===== config.mk =====
export PLATFORM = sky130hd
export DESIGN_NAME = lrmu_ctrl
export DESIGN_NICKNAME = d
export VERILOG_FILES = /design/src/hdl/lrmu_pkg.sv /design/src/hdl/lrmu_ctrl.sv
export SDC_FILE = /design/constraint.sdc
export NUM_CORES = 1
export LEC_CHECK = 0
export BUFFER_PORTS_ARGS = -buffer_cell sky130_fd_sc_hd__clkbuf_2
export CORE_UTILIZATION = 45
export DETAILED_ROUTE_END_ITERATION = 10
export MAX_ROUTING_LAYER = met4
export PLACE_DENSITY = 0.8
export SLEW_MARGIN = 25
export SYNTH_ARGS = -nofsm -noshare
export SYNTH_HDL_FRONTEND = slang
export SYNTH_SLANG_ARGS = --single-unit

===== constraint.sdc =====
create_clock -name i_clk -period 2.7 [get_ports i_clk]
set_input_delay 0.135 -clock i_clk [delete_from_list [all_inputs] [get_ports i_clk]]
set_output_delay 0.135 -clock i_clk [all_outputs]
set_load 0.01 [all_outputs]

===== src/hdl/lrmu_pkg.sv =====
// ----------------------------------------------------------------------------
// lrmu_pkg
// Shared widths, codes, payload types and control structs of the lidar ray
// map update core.
// ----------------------------------------------------------------------------
package lrmu_pkg;

    localparam int MAP_SIDE_MAX = 512;
    localparam int COORD_W      = $clog2(MAP_SIDE_MAX);
    localparam int SIDE_W       = $clog2(MAP_SIDE_MAX + 1);
    localparam int MAP_DEPTH    = MAP_SIDE_MAX * MAP_SIDE_MAX;
    localparam int ADDR_W       = $clog2(MAP_DEPTH);

    localparam int SIDE_REG_W   = 10;
    localparam int WEIGHT_W     = 9;
    localparam int CFG_W        = 10;
    localparam int CELL_W       = 8;
    localparam int CNT_W        = 11;

    // coordinate, error term, profile, blend sum and divider operand widths
    localparam int CW           = 18;
    localparam int ERR_W        = 20;
    localparam int PIX_W        = 20;
    localparam int SUM_W        = 32;
    localparam int DVD_W        = 34;
    localparam int DVS_W        = CW;

    localparam logic [SIDE_REG_W-1:0] MAP_SIDE_RST = 10'd512;
    localparam logic [WEIGHT_W-1:0]   BLEND_RST    = 9'd50;
    localparam logic [CELL_W-1:0]     CELL_RST     = 8'd128;
    localparam logic [CELL_W-1:0]     CELL_MAX     = 8'd255;

    typedef enum logic {
        CFG_MAP_SIDE     = 1'b0,
        CFG_BLEND_WEIGHT = 1'b1
    } t_cfg_idx;

    typedef enum logic [1:0] {
        CMD_TRACE = 2'd0,
        CMD_READ  = 2'd1,
        CMD_WRITE = 2'd2,
        CMD_NONE  = 2'd3
    } t_cmd;

    typedef enum logic [1:0] {
        ST_DONE       = 2'd0,
        ST_OUTSIDE    = 2'd1,
        ST_DEGEN      = 2'd2,
        ST_ZERO_WIDTH = 2'd3
    } t_status;

    typedef struct packed {
        logic [1:0]         command;
        logic signed [15:0] start_x;
        logic signed [15:0] start_y;
        logic signed [15:0] end_x;
        logic signed [15:0] end_y;
        logic signed [15:0] hit_x;
        logic signed [15:0] hit_y;
        logic [7:0]         write_value;
    } t_in_item;

    typedef struct packed {
        logic [1:0]  status;
        logic [7:0]  cell_value;
        logic [10:0] cells_updated;
    } t_out_item;

    typedef enum logic [4:0] {
        S_CLEAR,
        S_IDLE,
        S_DISPATCH,
        S_RW_ADDR,
        S_RD_ISSUE,
        S_RD_TAKE,
        S_WR_CELL,
        S_CLIPX,
        S_DIVX,
        S_APPLYX,
        S_CLIPY,
        S_DIVY,
        S_APPLYY,
        S_SETUP,
        S_INCST,
        S_DIVINC,
        S_PREP,
        S_WALK_A,
        S_WALK_B,
        S_WALK_C,
        S_WALK_D,
        S_RESULT
    } t_state;

    typedef struct packed {
        logic    clear_wr;
        logic    load;
        logic    cell_addr;
        logic    rd_issue;
        logic    rd_take;
        logic    wr_cell;
        logic    div_clipx;
        logic    apply_x;
        logic    div_clipy;
        logic    apply_y;
        logic    setup;
        logic    div_inc;
        logic    prep;
        logic    walk_a;
        logic    walk_b;
        logic    walk_c;
        logic    walk_d;
        logic    res_load;
        t_status res_status;
    } t_dp_cmd;

    typedef struct packed {
        logic clear_last;
        t_cmd cmd;
        logic robot_out;
        logic clipx_need;
        logic clipx_degen;
        logic clipy_need;
        logic clipy_degen;
        logic derr_zero;
        logic div_busy;
        logic div_done;
        logic walk_last;
        logic out_free;
    } t_dp_stat;

endpackage


===== src/hdl/lrmu_ctrl.sv =====
// ----------------------------------------------------------------------------
// lrmu_ctrl
// Controller: sequences the clearing pass, cell access, ray clipping,
// profile setup and the per-cell read-modify-write walk.
// ----------------------------------------------------------------------------
module lrmu_ctrl (
    input  logic               i_clk,
    input  logic               i_rst_n,
    input  logic               i_in_valid,
    output logic               o_in_ready,
    input  lrmu_pkg::t_dp_stat i_stat,
    output lrmu_pkg::t_dp_cmd  o_cmd
);

    lrmu_pkg::t_state  r_state, n_state;
    lrmu_pkg::t_status r_res_status, n_res_status;

    always_ff @(posedge i_clk) begin
        if (!i_rst_n) begin
            r_state      <= lrmu_pkg::S_CLEAR;
            r_res_status <= lrmu_pkg::ST_DONE;
        end else begin
            r_state      <= n_state;
            r_res_status <= n_res_status;
        end
    end

    // next state
    always_comb begin
        n_state      = r_state;
        n_res_status = r_res_status;
        case (r_state)
            lrmu_pkg::S_CLEAR: begin
                if (i_stat.clear_last) n_state = lrmu_pkg::S_IDLE;
            end
            lrmu_pkg::S_IDLE: begin
                if (i_in_valid) begin
                    n_state      = lrmu_pkg::S_DISPATCH;
                    n_res_status = lrmu_pkg::ST_DONE;
                end
            end
            lrmu_pkg::S_DISPATCH: begin
                case (i_stat.cmd)
                    lrmu_pkg::CMD_TRACE,
                    lrmu_pkg::CMD_READ,
                    lrmu_pkg::CMD_WRITE: begin
                        if (i_stat.robot_out) begin
                            n_state      = lrmu_pkg::S_RESULT;
                            n_res_status = lrmu_pkg::ST_OUTSIDE;
                        end else if (i_stat.cmd == lrmu_pkg::CMD_TRACE) begin
                            n_state = lrmu_pkg::S_CLIPX;
                        end else begin
                            n_state = lrmu_pkg::S_RW_ADDR;
                        end
                    end
                    default: n_state = lrmu_pkg::S_RESULT;
                endcase
            end
            lrmu_pkg::S_RW_ADDR: begin
                n_state = (i_stat.cmd == lrmu_pkg::CMD_READ) ? lrmu_pkg::S_RD_ISSUE
                                                             : lrmu_pkg::S_WR_CELL;
            end
            lrmu_pkg::S_RD_ISSUE: n_state = lrmu_pkg::S_RD_TAKE;
            lrmu_pkg::S_RD_TAKE:  n_state = lrmu_pkg::S_RESULT;
            lrmu_pkg::S_WR_CELL:  n_state = lrmu_pkg::S_RESULT;
            lrmu_pkg::S_CLIPX: begin
                if (!i_stat.clipx_need) begin
                    n_state = lrmu_pkg::S_CLIPY;
                end else if (i_stat.clipx_degen) begin
                    n_state      = lrmu_pkg::S_RESULT;
                    n_res_status = lrmu_pkg::ST_DEGEN;
                end else begin
                    n_state = lrmu_pkg::S_DIVX;
                end
            end
            lrmu_pkg::S_DIVX: begin
                if (i_stat.div_done) n_state = lrmu_pkg::S_APPLYX;
            end
            lrmu_pkg::S_APPLYX: n_state = lrmu_pkg::S_CLIPY;
            lrmu_pkg::S_CLIPY: begin
                if (!i_stat.clipy_need) begin
                    n_state = lrmu_pkg::S_SETUP;
                end else if (i_stat.clipy_degen) begin
                    n_state      = lrmu_pkg::S_RESULT;
                    n_res_status = lrmu_pkg::ST_DEGEN;
                end else begin
                    n_state = lrmu_pkg::S_DIVY;
                end
            end
            lrmu_pkg::S_DIVY: begin
                if (i_stat.div_done) n_state = lrmu_pkg::S_APPLYY;
            end
            lrmu_pkg::S_APPLYY: n_state = lrmu_pkg::S_SETUP;
            lrmu_pkg::S_SETUP:  n_state = lrmu_pkg::S_INCST;
            lrmu_pkg::S_INCST: begin
                if (i_stat.derr_zero) begin
                    n_state      = lrmu_pkg::S_RESULT;
                    n_res_status = lrmu_pkg::ST_ZERO_WIDTH;
                end else begin
                    n_state = lrmu_pkg::S_DIVINC;
                end
            end
            lrmu_pkg::S_DIVINC: begin
                if (i_stat.div_done) n_state = lrmu_pkg::S_PREP;
            end
            lrmu_pkg::S_PREP:   n_state = lrmu_pkg::S_WALK_A;
            lrmu_pkg::S_WALK_A: n_state = lrmu_pkg::S_WALK_B;
            lrmu_pkg::S_WALK_B: n_state = lrmu_pkg::S_WALK_C;
            lrmu_pkg::S_WALK_C: n_state = lrmu_pkg::S_WALK_D;
            lrmu_pkg::S_WALK_D: begin
                n_state = i_stat.walk_last ? lrmu_pkg::S_RESULT : lrmu_pkg::S_WALK_A;
            end
            lrmu_pkg::S_RESULT: begin
                if (i_stat.out_free) n_state = lrmu_pkg::S_IDLE;
            end
            default: n_state = lrmu_pkg::S_IDLE;
        endcase
    end

    // outputs
    always_comb begin
        o_cmd            = '0;
        o_cmd.res_status = r_res_status;
        o_in_ready       = 1'b0;
        case (r_state)
            lrmu_pkg::S_CLEAR:    o_cmd.clear_wr = 1'b1;
            lrmu_pkg::S_IDLE: begin
                o_in_ready = 1'b1;
                o_cmd.load = i_in_valid;
            end
            lrmu_pkg::S_RW_ADDR:  o_cmd.cell_addr = 1'b1;
            lrmu_pkg::S_RD_ISSUE: o_cmd.rd_issue = 1'b1;
            lrmu_pkg::S_RD_TAKE:  o_cmd.rd_take = 1'b1;
            lrmu_pkg::S_WR_CELL:  o_cmd.wr_cell = 1'b1;
            lrmu_pkg::S_CLIPX: begin
                o_cmd.div_clipx = i_stat.clipx_need & ~i_stat.clipx_degen;
            end
            lrmu_pkg::S_APPLYX:   o_cmd.apply_x = 1'b1;
            lrmu_pkg::S_CLIPY: begin
                o_cmd.div_clipy = i_stat.clipy_need & ~i_stat.clipy_degen;
            end
            lrmu_pkg::S_APPLYY:   o_cmd.apply_y = 1'b1;
            lrmu_pkg::S_SETUP:    o_cmd.setup = 1'b1;
            lrmu_pkg::S_INCST:    o_cmd.div_inc = ~i_stat.derr_zero;
            lrmu_pkg::S_PREP:     o_cmd.prep = 1'b1;
            lrmu_pkg::S_WALK_A:   o_cmd.walk_a = 1'b1;
            lrmu_pkg::S_WALK_B:   o_cmd.walk_b = 1'b1;
            lrmu_pkg::S_WALK_C:   o_cmd.walk_c = 1'b1;
            lrmu_pkg::S_WALK_D:   o_cmd.walk_d = 1'b1;
            lrmu_pkg::S_RESULT:   o_cmd.res_load = i_stat.out_free;
            default: ;
        endcase
    end

endmodule

==> flow_summary_export.csv <==
group,metric,value,unit
clocking,clk_pin_slew,0.05,ns
sta,relSlewSlack,49.36,%
routing,firstDrtPassIters,4,
clocking,cts_tree,"built",
sta,worst_pin_slew,0.7586,ns
pwr,cellPowerDensity,293.4,mW/mm^2
routing,via_count,1115,
clocking,root_buffer,"clkbuf_4",
finish,fin_util,57.27,%
floorplanning,pin_count,37,
clocking,clock_latency,0.25,ns
clocking,cts_setup_buffers,0,
critical_path,worstSetupPathType,"reg -> out",
logic_synthesis,seq_area_frac_synth,14.85,%
floorplanning,num_rows,16,
logic_synthesis,synth_fp_nets,154,
place,gp_congestion,0.9611,
pwr,leakagePower,0.4430,nW
routing,drc,0,
floorplanning,fp.dieArea,0.002283,mm^2
critical_path,cp-end-kind,"output pin",
finish,fillers,206,
global_routing,track_usage,24.86,%
clocking,cts.repair.resized,0,
worst_hold_path,hold_path_class,"in -> reg",
finish,antenna_cells,0,
sta,rsz0062_at_grt,"no",
logic_synthesis,synth_area,943.4,um^2
logic_synthesis,synth_top_area_share,14.85,%
logic_synthesis,synthTopCellsByArea,"dfxtp_1, nor2_1, a21oi_1, nand2_1, buf_2",
logic_synthesis,synthCells,138,
sta,fmax,0.4478,GHz
sta,finalMaxSlewViolations,0,
logic_synthesis,synth_top_family_by_area,"simple AND/OR/NAND/NOR gates",
floorplanning,start_util,48.09,%
routing,detail_route.wl_per_cell,13.89,um
logic_synthesis,synth_xor_area_share,2.785,%
logic_synthesis,yosysWarnings,0,
sta,fin_tns_setup,0,ns
pwr,peakVddDrop,262.8,uV
place,place_hpwl,2079,um
critical_path,arrival,2.10,ns
status,status,"finished clean",
clocking,htreeDepth,1,
floorplanning,coreArea,0.001962,mm^2
floorplanning,dieWidth,47.79,um
sta,finalCritPeriodShare,82.72,%
finish,final_cell_mix,"clkbuf_2, nor2_1, nand2_1",
flow_run,cap_violations,0,
logic_synthesis,synthMuxAreaShare,3.448,%
finish,finalNetCount,183,
global_routing,antenna_found_initial,0,
logic_synthesis,synth_area_leader_cell,"dfxtp_1",
place,numPortBuffers,35,
clocking,cts_hold_buf,0,
clocking,clkSinkCount,7,
logic_synthesis,synth_fa_ha_area_share,0,%
logic_synthesis,async_flop_share,0,%
global_routing,grt_pass1_vias,882,
clocking,cts_buffers,3,
sta,finalSetupViolCount,0,
clocking,clk_path_buf_depth,2,
finish,area_growth,19.10,%
logic_synthesis,synth-edff-count,0,
sta,finClkSkew,0.005387,ns
logic_synthesis,synth_compound_area_share,30.90,%
routing,viasPerCell,5.777,
routing,totalWireLength,2681,um
logic_synthesis,synth-simple-area-share,38.99,%
critical_path,crit_fanout,23,
critical_path,cp.required,2.57,ns
global_routing,grt_max_degree,24,
sta,finalCriticalPeriod,2.233,ns
logic_synthesis,syn_area_per_cell,6.836,um^2
critical_path,start_kind,"flip-flop",
finish,drive_gt1_share,28.31,%
logic_synthesis,synth.distinct_cells,48,
routing,antenna_left,0,
global_routing,overflow,0,
floorplanning,die_y,47.79,um
global_routing,grt_pass1_wl,3870,um
logic_synthesis,ys.flop_type,"dfxtp_1",
sta,hold_viol_final,0,
logic_synthesis,synth.ff_latch_count,7,
finish,final_common_cell,"clkbuf_2",
routing,drt-initial-drc-count,38,
-- cell families after synthesis --
group,Yosys count
AND/OR/NAND/NOR,69
AO/OA/AOI/OAI,39
buffers and inverters,17
flip-flops,7
XOR/XNOR,3
multiplexers,3
-- through the flow --
stage / power [mW] / setup WS (ns) / area, um^2 / hold slack, ns / instances
after global routing: 0.3520 / 0.2925 / 1124 / 0.2408 / 193
after global placement: 0.2336 / 0.7071 / 1097 / 0.4434 / 189
after floorplan: 0.2025 / 1.121 / 943.4 / 0.3195 / 138
after detailed placement: 0.2365 / 0.6873 / 1097 / 0.4687 / 189
final: 0.3296 / 0.4666 / 1124 / 0.2309 / 193
after CTS: 0.3329 / 0.4852 / 1124 / 0.2215 / 193
-- registers in the layout (all words and copies together) (netlist names) --
register / count
r_state: 5
r_res_status: 2
-- path summary, 6_finish.rpt --
| check | from | endpoint | slack [ns] | cells past startpoint |
|---|---|---|---|---|
| worst max-delay path | r_state[2]$_SDFFE_PN0P_ | o_cmd[13] | 0.47 | 4 |
| worst min-delay path | i_rst_n | r_state[0]$_SDFFE_PN0P_ | 0.23 | 3 |
| worst max register to register | r_state[2]$_SDFFE_PN0P_ | r_state[4]$_SDFFE_PN0P_ | 0.62 | 5 |
| worst min register to register | r_res_status[0]$_SDFFE_PN0P_ | r_res_status[0]$_SDFFE_PN0P_ | 0.47 | 2 |
-- where the power goes --
part           total [mW]  internal, mW  switching, mW  leakage, nW
clock network      0.0936        0.0563         0.0373       0.0150
logic               0.119        0.0511         0.0678        0.371
registers           0.117         0.109        0.00857       0.0569
total               0.330         0.216          0.114        0.443
-- final cells by class --
cell class	instances	area, um^2	share of cell area [%]
flip-flops and latches	7	140.1	12.47
multi-input cells	114	718.2	63.92
clock buffers	4	26.28	2.339
inverters	4	15.01	1.336
repair buffers	37	190.2	16.93
well taps	27	33.78	3.007
-- Yosys cell counts (2+ instances only) --
cell type / number
o21ai_0: 5
a21oi_1: 8
o32ai_1: 2
nand2_1: 10
nor2b_1: 5
inv_1: 4
xnor2_1: 2
o21a_1: 2
o21ai_1: 2
and2_1: 2
o22ai_1: 5
or4_1: 2
dfxtp_1: 7
nor3_1: 6
nand3b_1: 3
nor2_1: 18
clkbuf_1: 3
nor3b_1: 2
a31oi_1: 3
nand3_1: 6
buf_2: 7
or2_1: 2
mux2_2: 2
nand2b_1: 5
or3_1: 2
-- critical path, stage by stage, from the launching register on --
cell	delay, ns
dfxtp_1	0.81
nand2b_1	0.34
or2_1	0.33
nor3b_1	0.21
clkbuf_2	0.16
-- per-layer routing --
layer  wire length [um]  track usage [%]  vias to the layer above
met5                  0                -                        -
met4                 40            7.778                        0
met3                187            6.038                        6
met2               1250            38.65                       50
met1               1202            31.53                      499
li1                   -                -                      560
Power figures use the tool's default switching activity.
